**config.mk**
```make
export PLATFORM = sky130hd
export DESIGN_NAME = qrr_sqrt_cell
export DESIGN_NICKNAME = d
export VERILOG_FILES = /design/src/rtl/quadratic_real_roots_defines.svh /design/src/rtl/qrr_pkg.sv /design/src/rtl/qrr_sqrt_cell.sv
export SDC_FILE = /design/constraint.sdc
export NUM_CORES = 1
export LEC_CHECK = 0
export ABC_AREA = 1
export BUFFER_PORTS_ARGS = -buffer_cell sky130_fd_sc_hd__buf_4
export CORE_MARGIN = 2
export CORE_UTILIZATION = 26
export CTS_CLUSTER_DIAMETER = 200
export DETAILED_ROUTE_END_ITERATION = 8
export PLACE_DENSITY_LB_ADDON = 0.1
export REMOVE_ABC_BUFFERS = 1
export SETUP_SLACK_MARGIN = 0.3
export SYNTH_ARGS = -nofsm -noshare
export SYNTH_HDL_FRONTEND = slang
export SYNTH_SLANG_ARGS = --single-unit
```
**constraint.sdc**
```tcl
create_clock -name aclk -period 2.25 [get_ports aclk]
set_input_delay 0.3375 -clock aclk [delete_from_list [all_inputs] [get_ports aclk]]
set_output_delay 0.3375 -clock aclk [all_outputs]
set_load 0.01 [all_outputs]
```
**src/rtl/quadratic_real_roots_defines.svh**
```systemverilog
// Assertion macros for the quadratic root solver.
// Define NO_ASSERTIONS to compile the checks out; no other dependencies.
`ifndef QUADRATIC_REAL_ROOTS_DEFINES_SVH
`define QUADRATIC_REAL_ROOTS_DEFINES_SVH
`ifndef NO_ASSERTIONS
`define QRR_ASSERT_IMPL(name, ante, cons) \
    name: assert property (@(posedge aclk) disable iff (!aresetn) (ante) |-> (cons)) \
        else $error("qrr assertion failed (same cycle)");
`define QRR_ASSERT_NEXT(name, ante, cons) \
    name: assert property (@(posedge aclk) disable iff (!aresetn) (ante) |=> (cons)) \
        else $error("qrr assertion failed (next cycle)");
`else
`define QRR_ASSERT_IMPL(name, ante, cons)
`define QRR_ASSERT_NEXT(name, ante, cons)
`endif
`endif

```
**src/rtl/qrr_pkg.sv**
```systemverilog
// Shared constants, widths and item structures of the quadratic root solver.
// Used by every module of the solver; depends on nothing.
package qrr_pkg;

    localparam int COEF_WIDTH = 32;
    localparam int FRAC_BITS  = 16;

    localparam int PROD_W = 2 * COEF_WIDTH;
    localparam int DISC_W = 2 * COEF_WIDTH + 2;
    localparam int ROOT_W = COEF_WIDTH + FRAC_BITS + 1;
    localparam int RAD_W  = 2 * ROOT_W;
    localparam int SREM_W = ROOT_W + 2;
    localparam int NUM_W  = ROOT_W + 1;
    localparam int M1_W   = COEF_WIDTH + FRAC_BITS;
    localparam int DEN_W  = COEF_WIDTH + 1;

    localparam int IN_TDATA_W    = ((3 * COEF_WIDTH + 7) / 8) * 8;
    localparam int OUT_FIELDS_W  = 2 + 2 * COEF_WIDTH + 1;
    localparam int OUT_TDATA_W   = ((OUT_FIELDS_W + 7) / 8) * 8;

    typedef enum logic [1:0] {
        KIND_NONE = 2'd0,
        KIND_ONE  = 2'd1,
        KIND_TWO  = 2'd2
    } root_kind_t;

    typedef struct packed {
        logic                  sa;
        logic                  sb;
        logic [COEF_WIDTH-1:0] ma;
        logic [COEF_WIDTH-1:0] mb;
        root_kind_t            kind;
    } ctx_t;

    typedef struct packed {
        ctx_t              ctx;
        logic [RAD_W-1:0]  rad;
        logic [SREM_W-1:0] rem;
        logic [ROOT_W-1:0] root;
    } sqrt_t;

    typedef struct packed {
        logic             neg;
        logic [NUM_W-1:0] num;
        logic [DEN_W-1:0] rem;
        logic [NUM_W-1:0] quo;
    } lane_t;

    typedef struct packed {
        logic             sa;
        root_kind_t       kind;
        logic [DEN_W-1:0] den;
        lane_t [1:0]      lane;
    } div_t;

endpackage

```
**src/rtl/qrr_sqrt_cell.sv**
```systemverilog
// One cell of the square root chain: settles one root bit per cycle while en is high.
// Uses qrr_pkg.
module qrr_sqrt_cell (
    input  logic           aclk,
    input  logic           aresetn,
    input  logic           en,
    input  logic           in_valid,
    input  qrr_pkg::sqrt_t in_data,
    output logic           out_valid,
    output qrr_pkg::sqrt_t out_data
);

    logic [qrr_pkg::SREM_W-1:0] rem_sh, trial;
    logic                       take;
    qrr_pkg::sqrt_t             data_next, data_reg;
    logic                       valid_reg;

    assign rem_sh = {in_data.rem[qrr_pkg::SREM_W-3:0], in_data.rad[qrr_pkg::RAD_W-1 -: 2]};
    assign trial  = {in_data.root, 2'b01};
    assign take   = (rem_sh >= trial);

    always_comb begin
        data_next      = in_data;
        data_next.rad  = in_data.rad << 2;
        data_next.rem  = take ? (rem_sh - trial) : rem_sh;
        data_next.root = {in_data.root[qrr_pkg::ROOT_W-2:0], take};
    end

    always_ff @(posedge aclk) begin
        if (!aresetn) begin
            valid_reg <= 1'b0;
        end else if (en) begin
            valid_reg <= in_valid;
        end
    end

    always_ff @(posedge aclk) begin
        if (en) begin
            data_reg <= data_next;
        end
    end

    assign out_valid = valid_reg;
    assign out_data  = data_reg;

endmodule

```
# ---- Word-level counts from Yosys, hierarchy flattened
# Index checks and enable logic that the tools add are counted.
dict set report totals {
  reg_bits 265
  output_inout_bits 267
}
dict set report op_classes {
  add_sub_neg 1
  order_cmp 1
  n_mux 1
}
# operator count
set ops {}
lappend ops {{51-bit >= comparator} 1}
lappend ops {{51-bit two-way mux} 1}
lappend ops {{51-bit subtractor} 1}

# ---- Longest topological paths before layout
dict set report logic_depth {
  word_depth 2
  mapped_depth 16
}

# ---- Worst setup path after synthesis
# OpenSTA, ideal clock, no wires.
dict set report synth_path {
  path_type {input -> register}
  startpoint {input in_data[23] in the netlist's numbering}
  endpoint {register data_reg, in the netlist out_data[90], data pin}
  setup_time_ps 253
  arrival_ps 1933
  required_time_ps 1997
  path_slack_ps 64
  stages 14
  n_path_buf 2
  cell_sequence {inv_1 -> ha_1 -> nand2_1 -> inv_1 -> a21oi_1 -> nand2_1 -> nand2_1 -> nand2_1 -> a21oi_4 -> nand3_4 -> buf_6 -> buf_12 -> nand3_2 -> nand2_1}
}
# element line_no
set synth_rtl {}
lappend synth_rtl {{from (decl)} qrr_sqrt_cell.sv:8} ;# input qrr_pkg::sqrt_t in_data,
lappend synth_rtl {{to (signal assigned)} qrr_sqrt_cell.sv:39} ;# data_reg <= data_next;
lappend synth_rtl {{to (decl)} qrr_sqrt_cell.sv:15} ;# qrr_pkg::sqrt_t data_next, data_reg;

==> results.cfg <==
[setup_path]
reg2regPathDepth = 2
critPathLaunchType = input port
worst-setup-path-type = in2reg
arrival_ns = 2.18
cp.required_ns = 2.54
crit_start = in_data[27]
cp_max_fo = 8
end_kind = flop
reg2reg_from = out_valid

[timing]
hold_viol_final = 0
drv_slew = 0
rsz0062_at_grt = yes
max_freq_mhz = 530
skew_ns = 0
setup_viol = 0
holdWs_ns = 0.0464
final.period_utilization_pct = 83.9
period_needed_ns = 1.89

[power_and_ir_drop]
power.leakage_nw = 11.5
cellPowerDensity_nw_per_um2 = 641
ir_drop_mv = 0.529

[detailed_routing]
ant_nets = 0
totalWireLength_um = 57300
drc_errors = 0
first_pass_iters = 5
dr_total_vias = 12875
drtIter0Drc = 556
via_per_inst = 4.13
routedWlPerCell_um = 18.4

[global_route]
globalRouteTotalUtil_pct = 20.5
grt_first_pass_wirelength_um = 81000
grt_pass1_vias = 13256
antenna_found_initial = 14
grt_max_degree = 66
grt_overflow = 0

[worst_hold_path]
hold_path_depth = 3
min_from = in_valid
hp-class = in2reg

[clocking]
clockBufferDepth = 3
cts_buffers = 34
clock_latency_ns = 0.54
cts.sinks = 265
cts_tree = yes
cts-root-buf = clkbuf_16
cts.clk_slew.worst_paths_ns = 0.06
h-tree-depth = 2

[placed_design]
gp_congestion = 0.898
io_buffer_count = 532
dp_hpwl_um = 44900

[floorplanning]
core-area_um2 = 51200
die_area_um2 = 53600
rows = 83
die_w_um = 231
io_pins = 537
fp.dieH_um = 231
initial_core_util_pct = 26.3

[synthesis]
ys_seq_area_share_pct = 59.1
netlist_instances = 1430
synth_seq_cells = 265
synth_cell_type_count = 39
synth_area_um2 = 13500
syn_area_per_cell_um2 = 9.41
yosys_warnings = 0

[layout]
utilization_pct = 46.4
syn_to_final_growth_pct = 76.8
final_cell_mix = buf_4 (727), nand2_1 (442), inv_1 (286)
drive_gt1_share_pct = 38.9
nets = 2729
final_common_cell = buf_4
multi_input_area_um2 = 4810
regArea_um2 = 7950
fillers = 5009

[job]
drv_cap = 0

[run_status]
run_status = finished clean
-- flip-flops by register name, summed over array words and instances, names as in the netlist --
name       flops
out_data     264
out_valid      1
-- final timing paths --
| kind | end | slack (ns) |
|---|---|---|
| hold / removal | out_valid | 0.05 |
| setup / recovery | out_data[58] | 0.36 |
| setup reg to reg | out_valid | 1.61 |
| hold reg to reg | out_valid | 0.56 |
-- worst max-delay path, stage by stage --
cell       delay, ns
buf_4           0.09
inv_1           0.06
ha_4            0.26
buf_4           0.12
nand2_2         0.07
inv_2           0.06
nand2_2         0.07
nor2_4          0.11
nand2_2         0.09
nor3_4          0.25
nand3_4         0.11
nand3_4         0.12
buf_12          0.17
clkbuf_16       0.17
o21ai_1         0.06
-- Yosys cell counts (all sizes together) --
| cell type | n | area share (%) |
|---|---|---|
| a21o | 1 | 0.056 |
| a21oi | 34 | 1.3 |
| and2 | 2 | 0.093 |
| buf | 9 | 0.52 |
| clkbuf | 7 | 0.21 |
| clkinv | 2 | 0.056 |
| conb | 1 | 0.028 |
| dfxtp | 1 | 0.15 |
| edfxtp | 264 | 59 |
| ha | 51 | 4.7 |
| inv | 308 | 8.6 |
| nand2 | 481 | 14 |
| nand3 | 53 | 2.5 |
| nand3b | 17 | 0.98 |
| nand4 | 34 | 1.6 |
| nor2 | 85 | 2.6 |
| nor3 | 9 | 0.42 |
| nor4 | 2 | 0.093 |
| o21a | 1 | 0.056 |
| o21ai | 32 | 1.2 |
| o21bai | 7 | 0.39 |
| or2 | 1 | 0.047 |
| xnor2 | 1 | 0.065 |
| xor2 | 27 | 1.8 |
-- power by group --
group | internal [mW] | switching [mW]
clock | 2.92 | 2.19
sequential | 5.97 | 0.133
combinational | 2.04 | 1.99
-- what timing repair did --
action,in CTS,in global routing
cloned,0,9
hold endpoints to repair,209,0
setup buffers,0,5
hold buffers,209,0
gates resized for setup,1,128
endpoints found under the setup margin,1,51
pin swaps,0,16
-- per-layer routing --
layer / routed length [um] / part of all wire, % / up-vias / track usage [%]
met4: 1300 / 2.3 / 16 / 5.58
met1: 21800 / 38 / 5908 / 22.6
li1: - / - / 6526 / -
met5: 101 / 0.18 / - / 0
met3: 3690 / 6.4 / 79 / 4.81
met2: 30500 / 53 / 346 / 38.7
-- final cells by class --
type / instances / area share (%)
flip-flops and latches: 265 / 33.4
clock buffers: 39 / 3.66
multi-input cells: 840 / 20.2
diodes: 6 / 0.0631
repair buffers: 957 / 33.4
well taps: 680 / 3.58
clock inverters: 21 / 0.737
inverters: 310 / 4.89
-- cells by family after synthesis --
| kind of cell | synth area share [%] |
|---|---|
| compound gates | 3.04 |
| xor+xnor | 1.82 |
| fa+ha+maj | 4.74 |
| buf+inv | 9.39 |
| flops | 59.1 |
| other cells | 0.0279 |
| simple gates | 21.9 |
-- through the flow --
| stage | area (um^2) | total power, mW | TNS [ns] | worst slack, ns | std cells |
|---|---|---|---|---|---|
| finish | 23800 | 15.2 | 0 | 0.362 | 3118 |
| global route | 23800 | 16.0 | 0 | 0.274 | 3115 |
| CTS | 23000 | 15.2 | 0 | 0.306 | 3098 |
| detailed placement | 19800 | 9.65 | -10.24 | -0.340 | 2829 |
| global placement | 19800 | 9.65 | -10.29 | -0.331 | 2829 |
| floorplan | 13400 | 7.50 | -25.58 | -0.536 | 1415 |
(Power assumes the default switching activity.)
