File: src/rtl/quadratic_real_roots_defines.svh
// Assertion macros for the quadratic root solver.
// Define NO_ASSERTIONS to compile the checks out; no other dependencies.
`ifndef QUADRATIC_REAL_ROOTS_DEFINES_SVH
`define QUADRATIC_REAL_ROOTS_DEFINES_SVH
`ifndef NO_ASSERTIONS
`define QRR_ASSERT_IMPL(name, ante, cons) \
    name: assert property (@(posedge aclk) disable iff (!aresetn) (ante) |-> (cons)) \
        else $error("qrr assertion failed (same cycle)");
`define QRR_ASSERT_NEXT(name, ante, cons) \
    name: assert property (@(posedge aclk) disable iff (!aresetn) (ante) |=> (cons)) \
        else $error("qrr assertion failed (next cycle)");
`else
`define QRR_ASSERT_IMPL(name, ante, cons)
`define QRR_ASSERT_NEXT(name, ante, cons)
`endif
`endif

File: src/rtl/qrr_pkg.sv
// Shared constants, widths and item structures of the quadratic root solver.
// Used by every module of the solver; depends on nothing.
package qrr_pkg;

    localparam int COEF_WIDTH = 32;
    localparam int FRAC_BITS  = 16;

    localparam int PROD_W = 2 * COEF_WIDTH;
    localparam int DISC_W = 2 * COEF_WIDTH + 2;
    localparam int ROOT_W = COEF_WIDTH + FRAC_BITS + 1;
    localparam int RAD_W  = 2 * ROOT_W;
    localparam int SREM_W = ROOT_W + 2;
    localparam int NUM_W  = ROOT_W + 1;
    localparam int M1_W   = COEF_WIDTH + FRAC_BITS;
    localparam int DEN_W  = COEF_WIDTH + 1;

    localparam int IN_TDATA_W    = ((3 * COEF_WIDTH + 7) / 8) * 8;
    localparam int OUT_FIELDS_W  = 2 + 2 * COEF_WIDTH + 1;
    localparam int OUT_TDATA_W   = ((OUT_FIELDS_W + 7) / 8) * 8;

    typedef enum logic [1:0] {
        KIND_NONE = 2'd0,
        KIND_ONE  = 2'd1,
        KIND_TWO  = 2'd2
    } root_kind_t;

    typedef struct packed {
        logic                  sa;
        logic                  sb;
        logic [COEF_WIDTH-1:0] ma;
        logic [COEF_WIDTH-1:0] mb;
        root_kind_t            kind;
    } ctx_t;

    typedef struct packed {
        ctx_t              ctx;
        logic [RAD_W-1:0]  rad;
        logic [SREM_W-1:0] rem;
        logic [ROOT_W-1:0] root;
    } sqrt_t;

    typedef struct packed {
        logic             neg;
        logic [NUM_W-1:0] num;
        logic [DEN_W-1:0] rem;
        logic [NUM_W-1:0] quo;
    } lane_t;

    typedef struct packed {
        logic             sa;
        root_kind_t       kind;
        logic [DEN_W-1:0] den;
        lane_t [1:0]      lane;
    } div_t;

endpackage

File: src/rtl/qrr_div_cell.sv
// One cell of the divider chain: one quotient bit per cycle for both roots while en is high.
// Uses qrr_pkg.
module qrr_div_cell (
    input  logic          aclk,
    input  logic          aresetn,
    input  logic          en,
    input  logic          in_valid,
    input  qrr_pkg::div_t in_data,
    output logic          out_valid,
    output qrr_pkg::div_t out_data
);

    qrr_pkg::div_t data_next, data_reg;
    logic          valid_reg;

    always_comb begin
        logic [qrr_pkg::DEN_W:0] rem_sh;
        logic [qrr_pkg::DEN_W:0] den_x;
        logic                    take;
        data_next = in_data;
        den_x     = {1'b0, in_data.den};
        for (int i = 0; i < 2; i++) begin
            rem_sh = {in_data.lane[i].rem, in_data.lane[i].num[qrr_pkg::NUM_W-1]};
            take   = (rem_sh >= den_x);
            data_next.lane[i].rem = take ? qrr_pkg::DEN_W'(rem_sh - den_x)
                                         : rem_sh[qrr_pkg::DEN_W-1:0];
            data_next.lane[i].num = in_data.lane[i].num << 1;
            data_next.lane[i].quo = {in_data.lane[i].quo[qrr_pkg::NUM_W-2:0], take};
        end
    end

    always_ff @(posedge aclk) begin
        if (!aresetn) begin
            valid_reg <= 1'b0;
        end else if (en) begin
            valid_reg <= in_valid;
        end
    end

    always_ff @(posedge aclk) begin
        if (en) begin
            data_reg <= data_next;
        end
    end

    assign out_valid = valid_reg;
    assign out_data  = data_reg;

endmodule

File: config.mk
export PLATFORM = sky130hd
export DESIGN_NAME = qrr_div_cell
export DESIGN_NICKNAME = d
export VERILOG_FILES = /design/src/rtl/quadratic_real_roots_defines.svh /design/src/rtl/qrr_pkg.sv /design/src/rtl/qrr_div_cell.sv
export SDC_FILE = /design/constraint.sdc
export NUM_CORES = 1
export LEC_CHECK = 0
export BUFFER_PORTS_ARGS = -buffer_cell sky130_fd_sc_hd__clkbuf_2
export CAP_MARGIN = 20
export CORE_AREA = 3 3 240 242
export CTS_CLUSTER_DIAMETER = 50
export DETAILED_ROUTE_END_ITERATION = 16
export DIE_AREA = 0 0 243 245
export GPL_ROUTABILITY_DRIVEN = 0
export PLACE_DENSITY_LB_ADDON = 0.1
export SYNTH_ARGS = -nofsm -noshare
export SYNTH_HDL_FRONTEND = slang
export SYNTH_SLANG_ARGS = --single-unit
File: constraint.sdc
create_clock -name aclk -period 4.5 [get_ports aclk]
set_input_delay 0.45 -clock aclk [delete_from_list [all_inputs] [get_ports aclk]]
set_output_delay 0.45 -clock aclk [all_outputs]
set_load 0.005 [all_outputs]
Yosys cells after proc, flatten, opt, wreduce, memory -nomap -nowiden --
Cells that the tools add are included.
Operators by class: mux-type cells 2, $add $sub $neg 2, magnitude comparators 2
Operators with widths (number):
- $ge A34 B33 Y1 | 2
- $mux W33 | 2
- $sub A33 B33 Y33 | 2
Storage, ports and cells: register bits after elaboration 303, bits of input ports 308, output and inout bits 305, logic and storage cells 18

Longest topological paths before layout --
depth in word-level cells 2, gate-level depth with buffers 15, gate-level depth less buffers 13

Worst setup path after synthesis --
Ideal clock, no wire load.
kind input -> register, from input port in_data[266] in the netlist's numbering, to register data_reg (netlist bit out_data[193]) (data pin), slack 0.759 ns, buffers on the path 2, setup time 0.260 ns, stages 15, arrival time 3.481 ns, data required time 4.240 ns, path through inv_1 ha_1 inv_1 fa_1 a21o_1 a221oi_2 o221ai_2 a2111o_1 a211oi_4 o31a_4 o21a_1 buf_6 inv_8 buf_12 mux2_4
RTL lines:
- start, declared | line qrr_div_cell.sv:8 | input qrr_pkg::div_t in_data,
- end signal, assigned | line qrr_div_cell.sv:42 | data_reg <= data_next;
- end, declared | line qrr_div_cell.sv:13 | qrr_pkg::div_t data_next, data_reg;

==> results.toml <==
[status]
status = "finished, final reports clean"

[place]
dp_slack_ns = 0.3273
place_area_um2 = 17760
numPortBuffers = 608
place_hpwl_um = 45100
placed_cells = 2289

[die]
ios = 613
die_x_um = 243
start_util_pct = 24.95
dieArea_um2 = 59540
die_h_um = 245
core_area_um2 = 55310
row_count = 86

[logic_synthesis]
synthCells = 947
synth_largest_area_cell = "edfxtp_1"
synth_edf_count = 302
ys_ff_latch = 303
yosys.cell_types.count = 69
ys_top_cells_by_area = "edfxtp_1 (66%), ha_1 (6.0%), mux2_2 (2.4%)"
synthFlopType = "edfxtp_1"
syn_area_um2 = 13800
avgSynthCellArea_um2 = 14.57
synth_top_area_share_pct = 65.72
async_flop_share_pct = 0
yosysWarningCount = 0
yosysSeqAreaShare_pct = 65.86

[drt]
via_count = 10629
routed_via_density = 4.412
drt_iter0_markers = 547
drc = 0
antenna_left = 0
drt_wl_total_um = 55820
firstDrtPassIters = 5
wire_per_inst_um = 23.17

[clock_tree]
clock_latency_ns = 0.56
cts-buffers-inserted = 50
cts_hold_buf = 26
postCtsSetupBuffers = 0
h-tree-depth = 2
cts_resized = 0
clkSlewWorstSetupHoldPaths_ns = 0.06
cts-root-buf = "clkbuf_16"
cts_tree = "yes"
clkSinkCount = 303
clock_path_buffers = 3

[timing]
setup_viol = 0
hold_viol_final = 0
finalSetupTns_ns = 0
max_slew_margin_pct = 41.31
fin_skew_ns = 0
min_period_over_period_pct = 79.83
holdWs_ns = 0.04868
max_freq_mhz = 278.4
min_period_ns = 3.592
slew_violations = 0
setup_slack_ns = 0.9076
rsz0062_at_grt = "false"
worstMarginPinSlew_ns = 0.8724

[power_and_ir_drop]
power.static_leakage_nw = 8.768
powerDensity_nw_per_um2 = 440.5
vdd_drop_max_mv = 0.2642

[grt]
grt_pass1_vias = 10831
antenna_found_initial = 11
grt_max_degree = 97
overflow = 0
grt_usage_pct = 18.05
grt_pass1_wl_um = 78480

[setup_path]
crit_type = "in -> reg"
cp.depth = 13
max_stage_delay_ns = 0.56
worstSetupEndpointType = "register"
slowest_stage = "a2111o_1"
critPathTopFamily = "compound AO/OA/AOI/OAI gates"
required_ns = 4.82
worstRegToRegCells = 2
crit_buf_inv = 3
worstSetupStartpointType = "primary input"
crit_chain = "clkbuf_2 > ha_1 > inv_1 > fa_1 > a21o_1 > a221oi_2 > o221ai_2 > a2111o_1 > a211oi_4 > o31a_4 > o21a_1 > buf_4 > mux2_2"
crit_path_max_fanout = 7
arrival_ns = 3.91

[finish]
nets = 1995
post-route-cell-area_um2 = 19650
register_area_um2 = 9089
drive_gt1_share_pct = 46.62
layoutNonFillerInstCount = 2409
area_growth_pct = 42.40
fillCellCount = 5669
multiInputGateArea_um2 = 4339

[job]
maxCapViolations = 0

[min_path]
whs_path_depth = 1
hold_class = "in -> reg"
-- stage by stage --
stage                     utilization (%)  power, mW
final                               35.53      8.655
after global routing                35.53      9.091
after CTS                           35.51      8.828
after detailed placement            32.11      4.971
after global placement              32.11      4.975
after floorplan                         -      4.215
-- Yosys cell counts (all sizes together), types with 13 or more instances --
| cell type | number |
|---|---|
| nand3 | 13 |
| a21o | 43 |
| edfxtp | 302 |
| ha | 66 |
| and3 | 13 |
| xor2 | 13 |
| nor2 | 47 |
| clkbuf | 21 |
| nand2 | 34 |
| a21oi | 51 |
| o21a | 14 |
| xnor2 | 34 |
| inv | 58 |
| mux2 | 48 |
| nand4 | 16 |
| o21ai | 28 |
| nor3 | 16 |
-- report_power, final --
part	internal, mW	switching [mW]	total, mW
Clock	2.28	1.46	3.74
Sequential	3.44	0.0801	3.52
Combinational	0.639	0.759	1.40
Total	6.36	2.30	8.66
-- final timing paths --
kind,to,slack (ns),start
worst max-delay path,out_data[185],0.91,in_data[268]
worst min-delay path,out_data[19],0.05,in_data[18]
worst max register to register,out_valid,3.91,out_valid
worst min register to register,out_valid,0.52,out_valid
-- cells in the final DEF, fill, tap and decap left out, drive strengths merged, types with 6 or more instances in the layout --
| cell type | Yosys | final |
|---|---|---|
| a211oi | 7 | 7 |
| o21ai | 28 | 28 |
| ha | 66 | 66 |
| nor2b | 6 | 6 |
| o31ai | 10 | 10 |
| clkbuf | 21 | 664 |
| nor3 | 16 | 16 |
| nor2 | 47 | 47 |
| mux2 | 48 | 48 |
| and3 | 13 | 13 |
| xor2 | 13 | 13 |
| nand2 | 34 | 34 |
| dlygate4sd3 | 0 | 26 |
| edfxtp | 302 | 302 |
| inv | 58 | 71 |
| clkinv | 0 | 14 |
| xnor2 | 34 | 34 |
| or2 | 7 | 7 |
| o21a | 14 | 14 |
| a31o | 7 | 7 |
| nand3 | 13 | 13 |
| nand4 | 16 | 16 |
| a21o | 43 | 43 |
| buf | 6 | 13 |
| a21oi | 51 | 51 |
| o211ai | 10 | 10 |
-- cell families after synthesis --
logic type                 Yosys count  share of synthesized area [%]
DFF                                303                          65.86
and+or+nand+nor                    175                          6.429
adders and majority gates           68                          6.274
buffers and inverters               85                          2.720
xor gates and xnor gates            47                          2.983
AOI/OAI and AO/OA                  215                          10.91
muxes                               53                          4.796
other                                1                        0.02717
-- area by class of cell --
| cell class | instances | area share (%) |
|---|---|---|
| Tap cell | 748 | 4.763 |
| Clock inverter | 34 | 1.662 |
| Sequential cell | 303 | 46.25 |
| Antenna cell | 3 | 0.03820 |
| Timing Repair Buffer | 646 | 17.45 |
| Clock buffer | 57 | 6.609 |
| Inverter | 58 | 1.146 |
| Multi-Input combinational cell | 560 | 22.08 |
-- flip-flops by register name, indices dropped and copies added (netlist names) --
| name | count |
|---|---|
| out_data | 302 |
| out_valid | 1 |
-- metal layers --
layer	vias to the layer above	track usage, %	routed length, µm
met2	381	31.72	28220
met5	-	0	115
li1	5029	-	-
met4	16	6.151	1550
met1	5111	20.45	21480
met3	92	6.281	4454
Power figures use the tool's default switching activity.
