==> src/rtl/quadratic_real_roots_defines.svh <==
// Assertion macros for the quadratic root solver.
// Define NO_ASSERTIONS to compile the checks out; no other dependencies.
`ifndef QUADRATIC_REAL_ROOTS_DEFINES_SVH
`define QUADRATIC_REAL_ROOTS_DEFINES_SVH
`ifndef NO_ASSERTIONS
`define QRR_ASSERT_IMPL(name, ante, cons) \
    name: assert property (@(posedge aclk) disable iff (!aresetn) (ante) |-> (cons)) \
        else $error("qrr assertion failed (same cycle)");
`define QRR_ASSERT_NEXT(name, ante, cons) \
    name: assert property (@(posedge aclk) disable iff (!aresetn) (ante) |=> (cons)) \
        else $error("qrr assertion failed (next cycle)");
`else
`define QRR_ASSERT_IMPL(name, ante, cons)
`define QRR_ASSERT_NEXT(name, ante, cons)
`endif
`endif

==> src/rtl/qrr_pkg.sv <==
// Shared constants, widths and item structures of the quadratic root solver.
// Used by every module of the solver; depends on nothing.
package qrr_pkg;

    localparam int COEF_WIDTH = 32;
    localparam int FRAC_BITS  = 16;

    localparam int PROD_W = 2 * COEF_WIDTH;
    localparam int DISC_W = 2 * COEF_WIDTH + 2;
    localparam int ROOT_W = COEF_WIDTH + FRAC_BITS + 1;
    localparam int RAD_W  = 2 * ROOT_W;
    localparam int SREM_W = ROOT_W + 2;
    localparam int NUM_W  = ROOT_W + 1;
    localparam int M1_W   = COEF_WIDTH + FRAC_BITS;
    localparam int DEN_W  = COEF_WIDTH + 1;

    localparam int IN_TDATA_W    = ((3 * COEF_WIDTH + 7) / 8) * 8;
    localparam int OUT_FIELDS_W  = 2 + 2 * COEF_WIDTH + 1;
    localparam int OUT_TDATA_W   = ((OUT_FIELDS_W + 7) / 8) * 8;

    typedef enum logic [1:0] {
        KIND_NONE = 2'd0,
        KIND_ONE  = 2'd1,
        KIND_TWO  = 2'd2
    } root_kind_t;

    typedef struct packed {
        logic                  sa;
        logic                  sb;
        logic [COEF_WIDTH-1:0] ma;
        logic [COEF_WIDTH-1:0] mb;
        root_kind_t            kind;
    } ctx_t;

    typedef struct packed {
        ctx_t              ctx;
        logic [RAD_W-1:0]  rad;
        logic [SREM_W-1:0] rem;
        logic [ROOT_W-1:0] root;
    } sqrt_t;

    typedef struct packed {
        logic             neg;
        logic [NUM_W-1:0] num;
        logic [DEN_W-1:0] rem;
        logic [NUM_W-1:0] quo;
    } lane_t;

    typedef struct packed {
        logic             sa;
        root_kind_t       kind;
        logic [DEN_W-1:0] den;
        lane_t [1:0]      lane;
    } div_t;

endpackage

==> src/rtl/qrr_front.sv <==
// Front end: coefficient magnitudes, products and the discriminant.
// Two register stages; uses qrr_pkg.
module qrr_front (
    input  logic                            aclk,
    input  logic                            aresetn,
    input  logic                            en,
    input  logic                            in_valid,
    input  logic [qrr_pkg::COEF_WIDTH-1:0]  coef_square,
    input  logic [qrr_pkg::COEF_WIDTH-1:0]  coef_linear,
    input  logic [qrr_pkg::COEF_WIDTH-1:0]  coef_constant,
    output logic                            out_valid,
    output qrr_pkg::sqrt_t                  out_data
);

    logic [qrr_pkg::COEF_WIDTH-1:0] ma, mb, mc;
    logic [qrr_pkg::PROD_W-1:0]     b2_next, p_next;

    logic                           s1_valid_reg;
    logic                           s1_sa_reg, s1_sb_reg, s1_sc_reg, s1_azero_reg;
    logic [qrr_pkg::COEF_WIDTH-1:0] s1_ma_reg, s1_mb_reg;
    logic [qrr_pkg::PROD_W-1:0]     s1_b2_reg, s1_p_reg;

    logic [qrr_pkg::DISC_W-1:0]     disc;
    qrr_pkg::sqrt_t                 s2_next, s2_reg;
    logic                           s2_valid_reg;

    assign ma = coef_square[qrr_pkg::COEF_WIDTH-1]   ? (~coef_square + 1'b1)   : coef_square;
    assign mb = coef_linear[qrr_pkg::COEF_WIDTH-1]   ? (~coef_linear + 1'b1)   : coef_linear;
    assign mc = coef_constant[qrr_pkg::COEF_WIDTH-1] ? (~coef_constant + 1'b1) : coef_constant;

    assign b2_next = mb * mb;
    assign p_next  = ma * mc;

    always_ff @(posedge aclk) begin
        if (!aresetn) begin
            s1_valid_reg <= 1'b0;
            s2_valid_reg <= 1'b0;
        end else if (en) begin
            s1_valid_reg <= in_valid;
            s2_valid_reg <= s1_valid_reg;
        end
    end

    always_ff @(posedge aclk) begin
        if (en) begin
            s1_sa_reg    <= coef_square[qrr_pkg::COEF_WIDTH-1];
            s1_sb_reg    <= coef_linear[qrr_pkg::COEF_WIDTH-1];
            s1_sc_reg    <= coef_constant[qrr_pkg::COEF_WIDTH-1];
            s1_azero_reg <= (ma == '0);
            s1_ma_reg    <= ma;
            s1_mb_reg    <= mb;
            s1_b2_reg    <= b2_next;
            s1_p_reg     <= p_next;
            s2_reg       <= s2_next;
        end
    end

    // With equal signs of a2 and a0 the product term is subtracted.
    assign disc = (s1_sa_reg == s1_sc_reg)
                ? ({2'b00, s1_b2_reg} - {s1_p_reg, 2'b00})
                : ({2'b00, s1_b2_reg} + {s1_p_reg, 2'b00});

    always_comb begin
        s2_next          = '0;
        s2_next.ctx.sa   = s1_sa_reg;
        s2_next.ctx.sb   = s1_sb_reg;
        s2_next.ctx.ma   = s1_ma_reg;
        s2_next.ctx.mb   = s1_mb_reg;
        s2_next.rad      = qrr_pkg::RAD_W'(disc[qrr_pkg::DISC_W-2:0]) << (2 * qrr_pkg::FRAC_BITS);
        priority if (s1_azero_reg || disc[qrr_pkg::DISC_W-1]) begin
            s2_next.ctx.kind = qrr_pkg::KIND_NONE;
        end else if (disc == '0) begin
            s2_next.ctx.kind = qrr_pkg::KIND_ONE;
        end else begin
            s2_next.ctx.kind = qrr_pkg::KIND_TWO;
        end
    end

    assign out_valid = s2_valid_reg;
    assign out_data  = s2_reg;

endmodule

==> config.mk <==
export PLATFORM = sky130hd
export DESIGN_NAME = qrr_front
export DESIGN_NICKNAME = d
export VERILOG_FILES = /design/src/rtl/quadratic_real_roots_defines.svh /design/src/rtl/qrr_pkg.sv /design/src/rtl/qrr_front.sv
export SDC_FILE = /design/constraint.sdc
export NUM_CORES = 2
export LEC_CHECK = 0
export CAP_MARGIN = 20
export CORE_UTILIZATION = 57
export CTS_CLUSTER_DIAMETER = 50
export CTS_CLUSTER_SIZE = 40
export DETAILED_ROUTE_END_ITERATION = 7
export DONT_BUFFER_PORTS = 1
export PLACE_DENSITY = 0.8
export SYNTH_ARGS = -nofsm -noshare
export SYNTH_HDL_FRONTEND = slang
export SYNTH_SLANG_ARGS = --single-unit
==> constraint.sdc <==
create_clock -name aclk -period 15.44 [get_ports aclk]
set_input_delay 1.544 -clock aclk [delete_from_list [all_inputs] [get_ports aclk]]
set_output_delay 1.544 -clock aclk [all_outputs]
set_load 0.05 [all_outputs]
# Word-level counts from Yosys, hierarchy flattened
# Index checks and enable logic that the tools add are counted.
[word_totals]
output_inout_bits = 267
input_bits = 100
wordCells = 35
reg_bits = 331
[op_classes]
n_mux = 5
bitwise = 3
addsub = 5
mul = 2
n_reduce_logical = 3
eq_ne = 1
[op_table]
columns = ["cell", "n"]
rows = [
  ["32-bit by 32-bit multiplier with 64-bit output", 2],
  ["32-bit by 1-bit adder with 32-bit output, second input constant", 3],
  ["32-bit 2-to-1 mux", 3],
  ["32-bit NOT", 3],
  ["64-bit by 66-bit adder with 66-bit output", 1],
  ["66-bit zero test", 1],
  ["66-bit 2-to-1 mux", 1],
  ["64-bit by 66-bit subtractor with 66-bit output", 1],
  ["32-bit zero test", 1],
  ["2-bit 2-to-1 mux", 1],
  ["1-bit == test", 1],
  ["1-bit logical OR", 1],
]

# Logic depth before layout (Yosys ltp)
[logic_depth]
depth_word = 4
mapped_depth = 41
ltp_nobuf = 38

# Worst setup path after synthesis
# OpenSTA, ideal clock, no wires.
[synth_path]
path_type = "input to register"
from = "input coef_linear[0] (netlist bit)"
to = "register s1_b2_reg[62] (netlist bit), data pin"
arrival_ps = 11404
t_required_ps = 15177
path_buffers = 4
cell_stages = 40
setup_ps = 263
setup_slack_ps = 3773
path_cell_list = "inv_1 -> clkbuf_1 -> clkbuf_1 -> ha_1 -> nand3b_1 -> or3_1 -> or4_1 -> o31ai_1 -> nand2_1 -> xnor2_1 -> inv_2 -> buf_1 -> nand2_1 -> fa_1 -> inv_1 -> fa_1 -> fa_1 -> inv_1 -> [... 4 more ...] -> fa_1 -> inv_1 -> fa_1 -> inv_1 -> ha_1 -> clkbuf_1 -> nand2_1 -> nor2_1 -> and3_1 -> nand3_1 -> or4_1 -> o22ai_1 -> o21ai_0 -> o211ai_1 -> o22ai_1 -> o21ai_0 -> a311oi_1 -> xnor2_1"
[synth_between]
elab_chain_len = 4
[synth_rtl]
columns = ["item", "line_no", "text"]
rows = [
  ["start, declared", "qrr_front.sv:9", "input logic [qrr_pkg::COEF_WIDTH-1:0] coef_linear,"],
  ["32-bit NOT", "qrr_front.sv:28", "assign mb = coef_linear[qrr_pkg::COEF_WIDTH-1] ? (~coef_linear + 1'b1) : coef_linear;"],
  ["32-bit by 1-bit adder with 32-bit output", "qrr_front.sv:28", ""],
  ["32-bit 2-to-1 mux", "qrr_front.sv:28", ""],
  ["via mb, one bit", "qrr_front.sv:15", "logic [qrr_pkg::COEF_WIDTH-1:0] ma, mb, mc;"],
  ["32-bit by 32-bit multiplier with 64-bit output", "qrr_front.sv:31", "assign b2_next = mb * mb;"],
  ["via b2_next, one bit", "qrr_front.sv:16", "logic [qrr_pkg::PROD_W-1:0] b2_next, p_next;"],
  ["end signal, assigned", "qrr_front.sv:52", "s1_b2_reg <= b2_next;"],
  ["end, declared", "qrr_front.sv:21", "logic [qrr_pkg::PROD_W-1:0] s1_b2_reg, s1_p_reg;"],
]
# The timed path passes the listed nets, and every way through them passes these cells.
# A chain may end at the register's enable or synchronous reset.

# Worst setup path after layout
[layout_path]
from = "input coef_square[3] (netlist bit)"
to = "register s1_p_reg[61] (netlist bit), data pin"
[layout_between]
elab_chain_len = 4
[layout_rtl]
columns = ["item", "line_no", "text"]
rows = [
  ["start, declared", "qrr_front.sv:8", "input logic [qrr_pkg::COEF_WIDTH-1:0] coef_square,"],
  ["32-bit NOT", "qrr_front.sv:27", "assign ma = coef_square[qrr_pkg::COEF_WIDTH-1] ? (~coef_square + 1'b1) : coef_square;"],
  ["32-bit by 1-bit adder with 32-bit output", "qrr_front.sv:27", ""],
  ["32-bit 2-to-1 mux", "qrr_front.sv:27", ""],
  ["via ma, one bit", "qrr_front.sv:15", ""],
  ["32-bit by 32-bit multiplier with 64-bit output", "qrr_front.sv:32", "assign p_next = ma * mc;"],
  ["via p_next, one bit", "qrr_front.sv:16", ""],
  ["end signal, assigned", "qrr_front.sv:53", "s1_p_reg <= p_next;"],
  ["end, declared", "qrr_front.sv:21", ""],
]
# The timed path passes the listed nets, and every way through them passes these cells.

==> summary.txt <==
Synth Area in Simple Gates - 11.98%
Compound-cell area share of the yosys netlist - 6.410%
Setup violations, final - 0
Drt wl/cell - 22.80 µm
Worst slew pin tran - 1.459 ns
Largest family of logic cells by synthesized area - adder cells
Post-CTS setup buffer count - 0
Largest net degree at the start of global routing - 328
Worst skew pair latency - 0.68 ns
H-tree Lvls - 2
Resized Gates After CTS - 0
Syn Std Cell Area - 0.07876 mm²
TritonRoute pass-1 iters - 6
CTS Buf Count - 48
Initial antenna violation count - 15
Reg clk slew, reported paths - 0.06 ns
Layout cell share with drive strength beyond 1 - 4.267%
Standard-cell row count - 136
Io pins - 367
Setup tns final - 0 ns
Root Driver - clkbuf_16
Clk buf depth - 3
Netlist cell types - 97
Fraction of registers with async set/reset - 0%
Mux share of post-synthesis cell area - 0.03971%
Max reg flops - 131
Avg Cell Area, Syn - 9.329 µm²
Top FF cell, synth - edfxtp_1
Crit path kind - primary input to flip-flop
Worst Hold Class - flip-flop to flip-flop
DRT antenna net count - 0
Vias in the first global route - 64170
Final Hold Viols - 0
CP arrival - 13.02 ns
Die outline height - 373.7 µm
Fillers - 11160
Slowest cell on the critical path - clkinv_1
Most frequent CP cell - fa_1
Via/cell ratio - 5.890
TritonCTS clock tree - built
Routed WL - 232400 µm
GRT overflow - 0
Final RePlAce weighted congestion - 1.006
I/O Buffers - 0
Hold_buf cts - 0
Area Growth Syn to Fin - 5.068%
Post-Synth XOR/XNOR Area - 4.119%
Worst Setup End Kind - flip-flop
Final Cycle Share - 81.80%
Post-route minimum period - 12.63 ns
Post-synth EDFFs - 325
WP data required - 15.83 ns
Clock Skew - 0.06589 ns
Max-cap check violation count - 0
Cell taking the most area after synthesis - fa_1
Die Wd - 373.7 µm
Initial Utilization - 57.36%
Adder-Cell Fraction of Synth Area - 52.73%
Crit-path max FO - 12
Max stage delay on crit path - 1.04 ns
Final Slew Violations - 0
Yosys reg bits - 327
Yosys warns - 0
Remaining DRCs - 0
HPWL after detailed placement - 185000 µm
Via Count - 60020
Gate Count Post-Synth - 8443
First-pass GRT wire length - 360900 µm
Slew margin rel. - 2.731%
Largest cells by area after synthesis - fa_1 (43%), edfxtp_1 (12%), ha_1 (9.7%), inv_1 (9.4%), nor2_1 (4.6%)
RSZ-0062 raised after global routing - false
Die ar. - 0.1397 mm²
CP startpoint kind - primary input
Synth top area share - 43.06%
Initial DRC Count - 6258
Sink Count - 327
Number of nets in the layout - 10750
All-Layer GR Usage - 34.03%
Core area - 0.1373 mm²
Fmax - 79.18 MHz
Sequential element share of the synthesized area - 12.44%
Outcome - complete, no violations
## metrics by stage
step	cell area (µm²)	std cells	utilization, %	setup slack, ns	hold slack (ns)
3_5_place_dp	80990	10090	58.98	2.438	0.4045
5_1_grt	82740	10180	60.25	2.334	0.4182
4_1_cts	82690	10180	60.22	3.052	0.4100
2_1_floorplan	79350	8599	-	3.773	0.4003
6_report	82750	10190	60.26	2.810	0.4172
3_3_place_gp	80980	10090	58.97	2.116	0.4005
## synth_stat cells (all sizes together), types with 8 or more instances
cell type  number
clkinv         17
a21boi          8
a31oi          27
o21a           29
or2            14
o211ai         16
or4            25
nor2b          18
nor4           40
nand4          44
nand3          51
or3            34
a21oi         243
nor2          957
a2111oi         8
nand2b         42
and3           18
inv          1971
nand2         874
o41ai          19
xor2          158
a21o           92
buf           166
fa           1694
nor3           41
a211oi         28
o31ai          28
a31o            9
clkbuf        280
xnor2         206
and2           30
o21ai         175
edfxtp        325
ha            609
o21bai         32
## final timing paths
path / slack (ns) / startpoint / endpoint / depth (start not counted)
worst min-delay path: 0.42 / s1_mb_reg[31] / out_data[231] / 0
worst min register to register: 0.42 / s1_mb_reg[31] / out_data[231] / 0
worst max register to register: 6.54 / s1_p_reg[4] / out_data[198] / 23
worst max-delay path: 2.81 / coef_square[3] / s1_p_reg[61] / 31
## critical path: cells and delay by family
kind / cells / cell delay (ns)
compound gates: 9 / 2.81
simple gates: 8 / 2.21
buf+inv: 3 / 1.36
fa+ha+maj: 9 / 4.15
xor+xnor: 2 / 0.92
## area by class of cell
cell class / instances / area [µm²] / area share [%]
Tap cell: 1794 / 2245 / 2.712
Timing Repair Buffer: 148 / 1132 / 1.368
Antenna cell: 7 / 17.52 / 0.02117
Clock inverter: 40 / 501.7 / 0.6063
Clock buffer: 49 / 1205 / 1.456
Sequential cell: 327 / 9799 / 11.84
Multi-Input combinational cell: 5838 / 60390 / 72.98
Inverter: 1988 / 7462 / 9.017
## metal layers
layer	routed length [µm]	part of all wire (%)	GRT usage (%)	up-vias
met4	17800	7.7	21.70	4
met2	103000	44	51.88	3836
met5	31	0.013	0	-
met1	83000	36	43.39	30000
met3	28520	12	8.736	1063
li1	-	-	-	25110
## cells by family (layout without fill, tap and decap cells)
group / count (synthesis) / count (layout)
AOI/OAI and AO/OA: 788 / 788
xor gates and xnor gates: 364 / 364
adders and majority gates: 2303 / 2303
buffers and inverters: 2434 / 2225
DFF: 327 / 327
muxes: 3 / 3
other: 2 / 165
and+or+nand+nor: 2222 / 2222
## cells in the final DEF, fill, tap and decap left out, types with 158 or more instances in the layout
cell type and instances:
o21ai_0 168, nor2_1 956, a21oi_1 242, ha_1 609
inv_1 1964, edfxtp_1 325, nand2_1 872, xnor2_1 182
fa_1 1694, conb_1 158
Power is not shown: default switching activity piles up to over one toggle a cycle in this logic, so the estimate is an artifact.
